===== src/rtl/core/swfr_pkg.sv =====
// ----------------------------------------------------------------------------
// swfr_pkg
// Shared types, codes and the CRC-16-CCITT byte update for the frame receiver.
// ----------------------------------------------------------------------------
`default_nettype none

package swfr_pkg;

  localparam int unsigned MAX_PACKET_LEN_DEF = 512;
  localparam int unsigned QUEUE_DEPTH        = 4;

  localparam logic [15:0] CRC_INIT = 16'hFFFF;
  localparam logic [15:0] CRC_POLY = 16'h1021;

  // verdict codes
  localparam logic [2:0] VERDICT_ACCEPTED  = 3'd0;
  localparam logic [2:0] VERDICT_OUT_ORDER = 3'd1;
  localparam logic [2:0] VERDICT_RESET     = 3'd2;
  localparam logic [2:0] VERDICT_DROPPED   = 3'd3;
  localparam logic [2:0] VERDICT_IGNORED   = 3'd4;

  // item kinds
  localparam logic KIND_PAYLOAD = 1'b0;
  localparam logic KIND_VERDICT = 1'b1;

  // register indexes
  localparam logic [2:0] REG_LINK_ACTIVE = 3'd0;
  localparam logic [2:0] REG_DATA_TYPE   = 3'd1;
  localparam logic [2:0] REG_RESET_TYPE  = 3'd2;
  localparam logic [2:0] REG_ACK_TYPE    = 3'd3;
  localparam logic [2:0] REG_ACK_WINDOW  = 3'd4;

  typedef struct packed {
    logic        link_active;
    logic [7:0]  data_type_code;
    logic [7:0]  reset_type_code;
    logic [7:0]  ack_window;
    logic [15:0] ack_crc_seed;   // CRC of the ack type byte
  } cfg_t;

  // one queue entry: a payload byte or a verdict with partial ack CRC
  typedef struct packed {
    logic        kind;
    logic [7:0]  data;       // payload byte or ack seq
    logic [2:0]  verdict;
    logic        ack;
    logic [15:0] part_crc;   // CRC over ack type and seq
  } entry_t;

  function automatic logic [15:0] crc16_byte(input logic [15:0] crc, input logic [7:0] b);
    logic [15:0] c;
    c = crc ^ {b, 8'h00};
    for (int i = 0; i < 8; i++) begin
      c = c[15] ? ({c[14:0], 1'b0} ^ CRC_POLY) : {c[14:0], 1'b0};
    end
    return c;
  endfunction

endpackage

`default_nettype wire


===== src/rtl/core/sliding_window_frame_receiver.sv =====
// Throughput: one input beat per cycle unless the queue is full; the parser
// updates the frame CRC one byte per cycle and a 4-entry queue decouples it
// from the output register. A result is registered in the queue, then in the
// output register. Reset: synchronous active-low rst_n clears the parser,
// queue and output valid and restores register defaults; no clearing pass.
// ----------------------------------------------------------------------------
// sliding_window_frame_receiver
// Sequenced frame receiver with CRC-16 check and acknowledgement generation.
// ----------------------------------------------------------------------------
`default_nettype none

module sliding_window_frame_receiver #(
  parameter int unsigned MAX_PACKET_LEN = swfr_pkg::MAX_PACKET_LEN_DEF
) (
  input  wire logic         clk,
  input  wire logic         rst_n,
  input  wire logic         psel,
  input  wire logic         penable,
  input  wire logic         pwrite,
  input  wire logic [4:0]   paddr,
  input  wire logic [31:0]  pwdata,
  output logic [31:0]       prdata,
  output logic              pready,
  input  wire logic         in_valid,
  output logic              in_ready,
  input  wire logic [7:0]   in_data_byte,
  input  wire logic         in_last_of_packet,
  output logic              out_valid,
  input  wire logic         out_ready,
  output logic              out_item_kind,
  output logic [7:0]        out_payload_byte,
  output logic [2:0]        out_verdict,
  output logic              out_ack_valid,
  output logic [7:0]        out_ack_seq,
  output logic [7:0]        out_ack_window_out,
  output logic [15:0]       out_ack_crc
);
  import swfr_pkg::*;

  cfg_t   cfg;
  logic   push;
  entry_t push_entry;
  logic   full;
  logic   empty;
  logic   pop;
  entry_t head;

  assign in_ready = !full;

  swfr_cfg u_cfg (
    .clk     (clk),
    .rst_n   (rst_n),
    .psel    (psel),
    .penable (penable),
    .pwrite  (pwrite),
    .paddr   (paddr),
    .pwdata  (pwdata),
    .prdata  (prdata),
    .pready  (pready),
    .cfg     (cfg)
  );

  swfr_front #(
    .MAX_PACKET_LEN (MAX_PACKET_LEN)
  ) u_front (
    .clk               (clk),
    .rst_n             (rst_n),
    .cfg               (cfg),
    .in_valid          (in_valid),
    .in_ready          (in_ready),
    .in_data_byte      (in_data_byte),
    .in_last_of_packet (in_last_of_packet),
    .push              (push),
    .push_entry        (push_entry)
  );

  swfr_queue u_queue (
    .clk        (clk),
    .rst_n      (rst_n),
    .push       (push),
    .push_entry (push_entry),
    .full       (full),
    .pop        (pop),
    .empty      (empty),
    .head       (head)
  );

  swfr_back u_back (
    .clk                (clk),
    .rst_n              (rst_n),
    .cfg                (cfg),
    .empty              (empty),
    .head               (head),
    .pop                (pop),
    .out_valid          (out_valid),
    .out_ready          (out_ready),
    .out_item_kind      (out_item_kind),
    .out_payload_byte   (out_payload_byte),
    .out_verdict        (out_verdict),
    .out_ack_valid      (out_ack_valid),
    .out_ack_seq        (out_ack_seq),
    .out_ack_window_out (out_ack_window_out),
    .out_ack_crc        (out_ack_crc)
  );

endmodule

`default_nettype wire


===== src/rtl/core/swfr_cfg.sv =====
// ----------------------------------------------------------------------------
// swfr_cfg
// APB register file holding the link, frame type and ack settings.
// ----------------------------------------------------------------------------
`default_nettype none

module swfr_cfg (
  input  wire logic         clk,
  input  wire logic         rst_n,
  input  wire logic         psel,
  input  wire logic         penable,
  input  wire logic         pwrite,
  input  wire logic [4:0]   paddr,
  input  wire logic [31:0]  pwdata,
  output logic [31:0]       prdata,
  output logic              pready,
  output swfr_pkg::cfg_t    cfg
);
  import swfr_pkg::*;

  logic        link_active_r;
  logic [7:0]  data_type_r;
  logic [7:0]  reset_type_r;
  logic [7:0]  ack_type_r;
  logic [7:0]  ack_window_r;
  logic [15:0] ack_seed_r;
  logic        wr_en;
  logic [2:0]  idx;

  assign pready = 1'b1;
  assign idx    = paddr[4:2];
  assign wr_en  = psel && penable && pwrite;

  always_ff @(posedge clk) begin
    if (!rst_n) begin
      link_active_r <= 1'b0;
      data_type_r   <= 8'd1;
      reset_type_r  <= 8'd3;
      ack_type_r    <= 8'd2;
      ack_window_r  <= 8'd8;
    end else if (wr_en) begin
      unique case (idx)
        REG_LINK_ACTIVE: link_active_r <= pwdata[0];
        REG_DATA_TYPE:   data_type_r   <= pwdata[7:0];
        REG_RESET_TYPE:  reset_type_r  <= pwdata[7:0];
        REG_ACK_TYPE:    ack_type_r    <= pwdata[7:0];
        REG_ACK_WINDOW:  ack_window_r  <= pwdata[7:0];
        default: ;
      endcase
    end
  end

  // first byte of the ack CRC only moves with the ack type register
  always_ff @(posedge clk) begin
    ack_seed_r <= crc16_byte(CRC_INIT, ack_type_r);
  end

  always_comb begin
    unique case (idx)
      REG_LINK_ACTIVE: prdata = {31'd0, link_active_r};
      REG_DATA_TYPE:   prdata = {24'd0, data_type_r};
      REG_RESET_TYPE:  prdata = {24'd0, reset_type_r};
      REG_ACK_TYPE:    prdata = {24'd0, ack_type_r};
      REG_ACK_WINDOW:  prdata = {24'd0, ack_window_r};
      default:         prdata = 32'd0;
    endcase
  end

  always_comb begin
    cfg.link_active     = link_active_r;
    cfg.data_type_code  = data_type_r;
    cfg.reset_type_code = reset_type_r;
    cfg.ack_window      = ack_window_r;
    cfg.ack_crc_seed    = ack_seed_r;
  end

endmodule

`default_nettype wire


===== src/rtl/core/swfr_front.sv =====
// ----------------------------------------------------------------------------
// swfr_front
// Frame parser: tracks header fields and CRC per byte, classifies each beat.
// ----------------------------------------------------------------------------
`default_nettype none

module swfr_front #(
  parameter int unsigned MAX_PACKET_LEN = swfr_pkg::MAX_PACKET_LEN_DEF
) (
  input  wire logic            clk,
  input  wire logic            rst_n,
  input  wire swfr_pkg::cfg_t  cfg,
  input  wire logic            in_valid,
  input  wire logic            in_ready,
  input  wire logic [7:0]      in_data_byte,
  input  wire logic            in_last_of_packet,
  output logic                 push,
  output swfr_pkg::entry_t     push_entry
);
  import swfr_pkg::*;

  localparam logic [16:0] MAX_LEN = 17'(MAX_PACKET_LEN);

  logic [7:0]  exp_seq_r,  exp_seq_nxt;
  logic [15:0] pos_r,      pos_nxt;
  logic [7:0]  ftype_r,    ftype_nxt;
  logic [7:0]  fseq_r,     fseq_nxt;
  logic [15:0] plen_r,     plen_nxt;
  logic [15:0] rcrc_r,     rcrc_nxt;
  logic [15:0] tcrc_r,     tcrc_nxt;
  logic [15:0] fcrc_r,     fcrc_nxt;
  logic [15:0] recv_r,     recv_nxt;

  logic        fire;
  logic        is_reset;
  logic        is_data;
  logic        emit;
  logic [16:0] pos_ext;
  logic [16:0] crc_end;
  logic [16:0] total;
  logic        too_long;
  logic [2:0]  verdict;
  logic        ack;
  logic [7:0]  ack_seq;

  assign fire    = in_valid && in_ready;
  assign pos_ext = {1'b0, pos_r};
  assign total   = pos_ext + 17'd1;

  always_comb begin
    ftype_nxt = (pos_r == 16'd0) ? in_data_byte : ftype_r;
    fseq_nxt  = (pos_r == 16'd1) ? in_data_byte : fseq_r;
    tcrc_nxt  = (pos_r == 16'd0) ? crc16_byte(CRC_INIT, in_data_byte) : tcrc_r;
    plen_nxt  = plen_r;
    if (pos_r == 16'd2) plen_nxt = {plen_r[15:8], in_data_byte};
    if (pos_r == 16'd3) plen_nxt = {in_data_byte, plen_r[7:0]};

    is_reset = (ftype_nxt == cfg.reset_type_code);
    is_data  = !is_reset && (ftype_nxt == cfg.data_type_code);
    crc_end  = {1'b0, plen_nxt} + 17'd4;

    // reset frames carry the type-byte CRC in bytes 1 and 2
    recv_nxt = recv_r;
    if (pos_r == 16'd1 && is_reset) recv_nxt = {recv_r[15:8], in_data_byte};
    if (pos_r == 16'd2 && is_reset) recv_nxt = {in_data_byte, recv_r[7:0]};

    rcrc_nxt = rcrc_r;
    fcrc_nxt = fcrc_r;
    emit     = 1'b0;
    if (pos_r < 16'd4 || pos_ext < crc_end) begin
      rcrc_nxt = crc16_byte(rcrc_r, in_data_byte);
      emit     = (pos_r >= 16'd4) && is_data && cfg.link_active;
    end else if (pos_ext == crc_end) begin
      fcrc_nxt = rcrc_r;
      if (!is_reset) recv_nxt = {recv_r[15:8], in_data_byte};
    end else if (pos_ext == crc_end + 17'd1) begin
      if (!is_reset) recv_nxt = {in_data_byte, recv_r[7:0]};
    end
    // zero-length payload: CRC ends with the header
    if (pos_r == 16'd3 && crc_end == 17'd4) fcrc_nxt = rcrc_nxt;

    // packet-end verdict
    too_long = total > MAX_LEN;
    verdict  = VERDICT_IGNORED;
    ack      = 1'b0;
    ack_seq  = 8'd0;
    exp_seq_nxt = exp_seq_r;
    if (!cfg.link_active) begin
      verdict = VERDICT_IGNORED;
    end else if (is_reset) begin
      if (too_long || total < 17'd3 || recv_nxt != tcrc_nxt) begin
        verdict = VERDICT_DROPPED;
      end else begin
        verdict     = VERDICT_RESET;
        exp_seq_nxt = 8'd0;
      end
    end else if (!is_data) begin
      verdict = VERDICT_IGNORED;
    end else if (too_long || total < 17'd7 || crc_end + 17'd2 > total ||
                 recv_nxt != fcrc_nxt) begin
      verdict = VERDICT_DROPPED;
    end else if (fseq_nxt != exp_seq_r) begin
      verdict = VERDICT_OUT_ORDER;
      ack     = 1'b1;
      ack_seq = exp_seq_r - 8'd1;
    end else begin
      verdict     = VERDICT_ACCEPTED;
      ack         = 1'b1;
      ack_seq     = fseq_nxt;
      exp_seq_nxt = exp_seq_r + 8'd1;
    end

    pos_nxt = (pos_r == 16'hFFFF) ? pos_r : pos_r + 16'd1;
  end

  always_comb begin
    push = fire && (in_last_of_packet || emit);
    if (in_last_of_packet) begin
      push_entry.kind     = KIND_VERDICT;
      push_entry.data     = ack_seq;
      push_entry.verdict  = verdict;
      push_entry.ack      = ack;
      push_entry.part_crc = ack ? crc16_byte(cfg.ack_crc_seed, ack_seq) : 16'd0;
    end else begin
      push_entry.kind     = KIND_PAYLOAD;
      push_entry.data     = in_data_byte;
      push_entry.verdict  = VERDICT_ACCEPTED;
      push_entry.ack      = 1'b0;
      push_entry.part_crc = 16'd0;
    end
  end

  always_ff @(posedge clk) begin
    if (!rst_n) begin
      exp_seq_r <= 8'd0;
      pos_r     <= 16'd0;
      ftype_r   <= 8'd0;
      fseq_r    <= 8'd0;
      plen_r    <= 16'd0;
      rcrc_r    <= CRC_INIT;
      tcrc_r    <= 16'd0;
      fcrc_r    <= 16'd0;
      recv_r    <= 16'd0;
    end else if (fire) begin
      if (in_last_of_packet) begin
        exp_seq_r <= exp_seq_nxt;
        pos_r     <= 16'd0;
        ftype_r   <= 8'd0;
        fseq_r    <= 8'd0;
        plen_r    <= 16'd0;
        rcrc_r    <= CRC_INIT;
        tcrc_r    <= 16'd0;
        fcrc_r    <= 16'd0;
        recv_r    <= 16'd0;
      end else begin
        pos_r   <= pos_nxt;
        ftype_r <= ftype_nxt;
        fseq_r  <= fseq_nxt;
        plen_r  <= plen_nxt;
        rcrc_r  <= rcrc_nxt;
        tcrc_r  <= tcrc_nxt;
        fcrc_r  <= fcrc_nxt;
        recv_r  <= recv_nxt;
      end
    end
  end

endmodule

`default_nettype wire


===== src/rtl/core/swfr_queue.sv =====
// ----------------------------------------------------------------------------
// swfr_queue
// Small FIFO between the parser and the result stage.
// ----------------------------------------------------------------------------
`default_nettype none

module swfr_queue (
  input  wire logic              clk,
  input  wire logic              rst_n,
  input  wire logic              push,
  input  wire swfr_pkg::entry_t  push_entry,
  output logic                   full,
  input  wire logic              pop,
  output logic                   empty,
  output swfr_pkg::entry_t       head
);
  import swfr_pkg::*;

  localparam int unsigned AW = $clog2(QUEUE_DEPTH);
  localparam int unsigned CW = $clog2(QUEUE_DEPTH + 1);

  entry_t          mem [QUEUE_DEPTH];
  logic [AW-1:0]   wr_ptr_r, wr_ptr_nxt;
  logic [AW-1:0]   rd_ptr_r, rd_ptr_nxt;
  logic [CW-1:0]   cnt_r,    cnt_nxt;

  assign full  = (cnt_r == CW'(QUEUE_DEPTH));
  assign empty = (cnt_r == '0);
  assign head  = mem[rd_ptr_r];

  always_comb begin
    wr_ptr_nxt = wr_ptr_r;
    rd_ptr_nxt = rd_ptr_r;
    cnt_nxt    = cnt_r;
    if (push) wr_ptr_nxt = (wr_ptr_r == AW'(QUEUE_DEPTH - 1)) ? '0 : wr_ptr_r + AW'(1);
    if (pop)  rd_ptr_nxt = (rd_ptr_r == AW'(QUEUE_DEPTH - 1)) ? '0 : rd_ptr_r + AW'(1);
    if (push && !pop) cnt_nxt = cnt_r + CW'(1);
    if (pop && !push) cnt_nxt = cnt_r - CW'(1);
  end

  always_ff @(posedge clk) begin
    if (push) mem[wr_ptr_r] <= push_entry;
  end

  always_ff @(posedge clk) begin
    if (!rst_n) begin
      wr_ptr_r <= '0;
      rd_ptr_r <= '0;
      cnt_r    <= '0;
    end else begin
      wr_ptr_r <= wr_ptr_nxt;
      rd_ptr_r <= rd_ptr_nxt;
      cnt_r    <= cnt_nxt;
    end
  end

endmodule

`default_nettype wire


===== src/rtl/core/swfr_back.sv =====
// ----------------------------------------------------------------------------
// swfr_back
// Result stage: finishes the ack CRC and holds the outgoing beat.
// ----------------------------------------------------------------------------
`default_nettype none

module swfr_back (
  input  wire logic              clk,
  input  wire logic              rst_n,
  input  wire swfr_pkg::cfg_t    cfg,
  input  wire logic              empty,
  input  wire swfr_pkg::entry_t  head,
  output logic                   pop,
  output logic                   out_valid,
  input  wire logic              out_ready,
  output logic                   out_item_kind,
  output logic [7:0]             out_payload_byte,
  output logic [2:0]             out_verdict,
  output logic                   out_ack_valid,
  output logic [7:0]             out_ack_seq,
  output logic [7:0]             out_ack_window_out,
  output logic [15:0]            out_ack_crc
);
  import swfr_pkg::*;

  logic        valid_r;
  logic        kind_r;
  logic [7:0]  payload_r;
  logic [2:0]  verdict_r;
  logic        ack_r;
  logic [7:0]  seq_r;
  logic [7:0]  window_r;
  logic [15:0] crc_r;
  logic        is_pay;

  assign pop    = !empty && (!valid_r || out_ready);
  assign is_pay = (head.kind == KIND_PAYLOAD);

  always_ff @(posedge clk) begin
    if (!rst_n) begin
      valid_r <= 1'b0;
    end else if (pop) begin
      valid_r <= 1'b1;
    end else if (out_ready) begin
      valid_r <= 1'b0;
    end
  end

  always_ff @(posedge clk) begin
    if (pop) begin
      kind_r    <= head.kind;
      payload_r <= is_pay ? head.data : 8'd0;
      verdict_r <= head.verdict;
      ack_r     <= head.ack;
      seq_r     <= head.ack ? head.data : 8'd0;
      window_r  <= head.ack ? cfg.ack_window : 8'd0;
      crc_r     <= head.ack ? crc16_byte(head.part_crc, cfg.ack_window) : 16'd0;
    end
  end

  assign out_valid          = valid_r;
  assign out_item_kind      = kind_r;
  assign out_payload_byte   = payload_r;
  assign out_verdict        = verdict_r;
  assign out_ack_valid      = ack_r;
  assign out_ack_seq        = seq_r;
  assign out_ack_window_out = window_r;
  assign out_ack_crc        = crc_r;

endmodule

`default_nettype wire


===== config.mk =====
export PLATFORM = sky130hd
export DESIGN_NAME = sliding_window_frame_receiver
export DESIGN_NICKNAME = d
export VERILOG_FILES = /design/src/rtl/core/swfr_pkg.sv /design/src/rtl/core/sliding_window_frame_receiver.sv /design/src/rtl/core/swfr_cfg.sv /design/src/rtl/core/swfr_front.sv /design/src/rtl/core/swfr_queue.sv /design/src/rtl/core/swfr_back.sv
export SDC_FILE = /design/constraint.sdc
export NUM_CORES = 1
export LEC_CHECK = 0
export BUFFER_PORTS_ARGS = -buffer_cell sky130_fd_sc_hd__buf_2
export CAP_MARGIN = 10
export CORE_MARGIN = 2
export CORE_UTILIZATION = 40
export CTS_CLUSTER_DIAMETER = 60
export DETAILED_ROUTE_END_ITERATION = 10
export GPL_TIMING_DRIVEN = 0
export SLEW_MARGIN = 20
export SYNTH_ARGS = -nofsm -noshare
export SYNTH_HDL_FRONTEND = slang
export SYNTH_SLANG_ARGS = --single-unit

===== constraint.sdc =====
create_clock -name clk -period 8.8 [get_ports clk]
set_input_delay 0.88 -clock clk [delete_from_list [all_inputs] [get_ports clk]]
set_output_delay 0.88 -clock clk [all_outputs]
set_load 0.03 [all_outputs]

==> metrics.md <==
| Metric | Value |
|---|---|
| Ys Warns | `0` |
| Synthesized area | `20000 µm²` |
| # setup viols final | `0` |
| Yosys cell types | `86` |
| Synth Area in XOR/XNOR | `9.90%` |
| Static leakage | `8.28 nW` |
| Clock period minus worst slack | `8.32 ns` |
| Worst Skew | `0.0297 ns` |
| Clk root buf | `clkbuf_16` |
| Post-synthesis adder-cell area fraction | `3.36%` |
| First-pass GRT wire length | `95.1 mm` |
| Final sum of negative setup slack | `0 ns` |
| Fraction of the mapped netlist area in simple logic gates | `18.8%` |
| Post-synth top area cell | `edfxtp_1` |
| Slowest Stage Delay on Critical Path | `0.49 ns` |
| Critical path launch point type | `flop` |
| DR DRC count | `0` |
| Largest net degree at the start of global routing | `26` |
| WS Path Type | `reg2reg` |
| Fin nets | `2254` |
| Die area | `51700 µm²` |
| DP HPWL | `47.2 mm` |
| Post-synth top area share | `24.2%` |
| Setup crit end kind | `flop` |
| Port Buf Inserts | `76` |
| Worst setup endpoint | `u_front.exp_seq_r[6]` |
| Drt pass-1 iters | `6` |
| Maximum VDD drop | `0.141 mV` |
| I/O pins | `133` |
| Routed WL | `63.2 mm` |
| EDFF count, synth | `161` |
| Asr flop ratio synth | `0%` |
| Initial DRC count | `1445` |
| Gpl congestion | `0.944` |
| Row cnt | `81` |
| Yosys reg bits | `339` |
| Status | `finished clean` |
| Crit path launch | `u_front.pos_r[0]` |
| Worst hold path cell count | `0` |
| Fillers | `4675` |
| Area Growth Syn to Fin | `15.2%` |
| All-Layer GR Usage | `24.5%` |
| Core area | `49100 µm²` |
| Power Density | `228 nW/µm²` |
| Critical Path Fanout Max | `10` |
| Mean Syn Cell Area | `9.99 µm²` |
| Wirelength per Cell | `22.2 µm` |
| Die span in x | `227 µm` |
| CTS max path bufs | `3` |
| Required @ worst endpoint | `9.31 ns` |
| Reg2Reg Setup Slack | `0.48 ns` |
| Register area share after synthesis | `42.1%` |
| Remaining global-route overflow | `0` |
| Insertion delay to the later sink of the worst-skew pair | `0.59 ns` |
| Initial antenna violation count | `1` |
| Multi-input gate area | `11000 µm²` |
| Largest family of logic cells by synthesized area | `simple AND/OR/NAND/NOR gates` |
| Reg2reg end | `u_front.exp_seq_r[6]` |
| Synth area leaders | `edfxtp_1, dfxtp_1, xnor2_1` |
| FF/Latch Area | `8400 µm²` |
| Worst-path clk slew | `0.06 ns` |
| Design area | `23000 µm²` |
| Max-Cap Viols | `0` |
| Die Y | `227 µm` |
| Count of pins over their slew limit | `0` |
| CTS tree | `built` |
| Hold Path Class | `reg2reg` |
| Main synth FF type | `dfxtp_1` |
| Final hold viol count | `0` |
| Vias in the first global route | `15500` |
| DRT antenna net count | `0` |
| RR Startpoint | `u_front.pos_r[0]` |
| Via density | `5.65` |
| Area after DPL | `21400 µm²` |
| Slew @ Worst Pin | `1.17 ns` |
| Tcrit/Tclk final | `94.5%` |
| Post-synthesis compound-gate area fraction | `12.5%` |
| Post-synthesis mux area share | `8.90%` |
| Synthesized instance count | `1997` |
| Via count | `16100` |
| CTS sink count | `339` |
| CTS buffer count | `42` |
| H-tree depth | `2` |
| Critical Path AT | `8.83 ns` |
| Initial Util | `40.7%` |
| Layout cells sized above 1 | `14.3%` |
| Reg2reg path depth | `33` |
| Worst path slowest cell | `or3_1` |
| Max-slew headroom | `22.0%` |
| FMAX | `0.120 GHz` |
[power by group]
group | total (mW) | internal [mW] | switching, mW
sequential | 1.96 | 1.89 | 0.0706
clock | 1.69 | 0.972 | 0.721
combinational | 1.58 | 0.565 | 1.02
[cell usage in the layout (no fill, tap or decap), drive strengths merged, types with 52 or more instances in the layout]
cell,count
dfxtp,178
edfxtp,161
buf,151
nand2,142
xnor2,138
clkbuf,130
nor2,125
nor2b,116
mux2i,92
o21ai,81
xor2,79
a22oi,71
and2,66
inv,57
ha,52
[area by class of cell]
| cell class | instances | share of cell area (%) |
|---|---|---|
| Timing Repair Buffer | 84 | 2.31 |
| Sequential cell | 339 | 36.5 |
| Buffer | 138 | 3.04 |
| Tap cell | 664 | 3.61 |
| Multi-Input combinational cell | 1490 | 47.7 |
| Inverter | 53 | 0.865 |
| Clock buffer | 59 | 5.07 |
| Antenna cell | 1 | 0.0109 |
| Clock inverter | 18 | 0.871 |
[state kept, by name (all words and copies together) (netlist names), 15 cells and up, named ones only]
register / flops
u_queue.mem: 116
u_front.fcrc_r: 16
u_front.pos_r: 16
u_front.tcrc_r: 16
u_front.recv_r: 16
u_front.rcrc_r: 16
u_front.plen_r: 16
u_back.out_ack_crc: 16
u_cfg.ack_seed_r: 15
[synthesized netlist by cell type, drive strengths merged (6+ instances only)]
master / instances
mux4: 28
a32o: 7
xnor2: 138
o21bai: 9
nand3: 42
and4: 11
mux2i: 92
nor4: 20
a21oi: 48
nand4: 34
o2111ai: 7
and2: 66
a21o: 10
a31oi: 11
edfxtp: 161
o21a: 13
nand2: 142
nor3b: 14
o31ai: 10
nor2: 125
o22ai: 6
inv: 52
nand2b: 6
nor2b: 116
o211ai: 21
a2111oi: 6
ha: 52
xor2: 79
and3: 13
a211oi: 19
mux2: 20
buf: 66
or4: 11
o21ai: 81
or3: 21
clkbuf: 72
a21boi: 14
a22oi: 71
dfxtp: 178
nor3: 50
[cells by family (layout without fill, tap and decap cells)]
logic type      count (synthesis)  after routing
compound gates                363            363
buf+inv                       191            352
xor+xnor                      220            220
simple gates                  689            689
fa+ha+maj                      53             53
mux                           140            140
other cells                     2             26
flops                         339            339
[layer usage]
metal  vias to the layer above  share of wire [%]  wire (µm)  GRT usage [%]
met3                       147                7.9       5010           4.98
met2                       652                 45      28300           38.0
met4                         0                4.0       2510           10.6
met5                         -                  0          0              0
met1                      7767                 43      27300           33.2
li1                       7500                  -          -              -
[through the flow]
stage          total power, mW  utilization, %  hold slack, ns  worst slack (ns)  cells
2_1_floorplan             3.11               -           0.383              1.64   2020
3_3_place_gp              3.52            43.3           0.436             -1.57   2760
3_5_place_dp              3.57            43.6           0.440             -1.41   2766
4_1_cts                   5.27            46.6           0.413            0.0153   2843
5_1_grt                   5.49            46.9           0.430           -0.0186   2846
6_report                  5.24            46.9           0.428             0.481   2846
[critical path: cells and delay by family, from the launching register on]
| family | cells | cell delay, ns |
|---|---|---|
| adder cells (fa/ha/maj) | 3 | 0.76 |
| flip-flops | 1 | 0.39 |
| XOR/XNOR | 1 | 0.14 |
| AO/OA/AOI/OAI | 6 | 1.44 |
| buffers and inverters | 9 | 1.84 |
| AND/OR/NAND/NOR | 12 | 2.89 |
| multiplexers | 2 | 0.79 |
[worst min path at each step]
stage | end | from | slack, ns
after floorplan | u_cfg.ack_seed_r[9] | u_cfg.ack_type_r[4] | 0.38
after global placement | u_cfg.ack_seed_r[10] | u_cfg.ack_type_r[5] | 0.44
after detailed placement | u_cfg.ack_seed_r[10] | u_cfg.ack_type_r[5] | 0.44
after CTS | u_cfg.ack_seed_r[10] | u_cfg.ack_type_r[5] | 0.41
after global routing | u_cfg.ack_seed_r[10] | u_cfg.ack_type_r[5] | 0.43
final | u_cfg.ack_seed_r[10] | u_cfg.ack_type_r[5] | 0.43
[what timing repair did]
action,4_1_cts,5_1_grt
gates resized for setup,20,34
endpoints found under the setup margin,116,112
pin swaps,0,6
setup buffers,0,2
hold buffers,0,0
(Power assumes the default switching activity.)
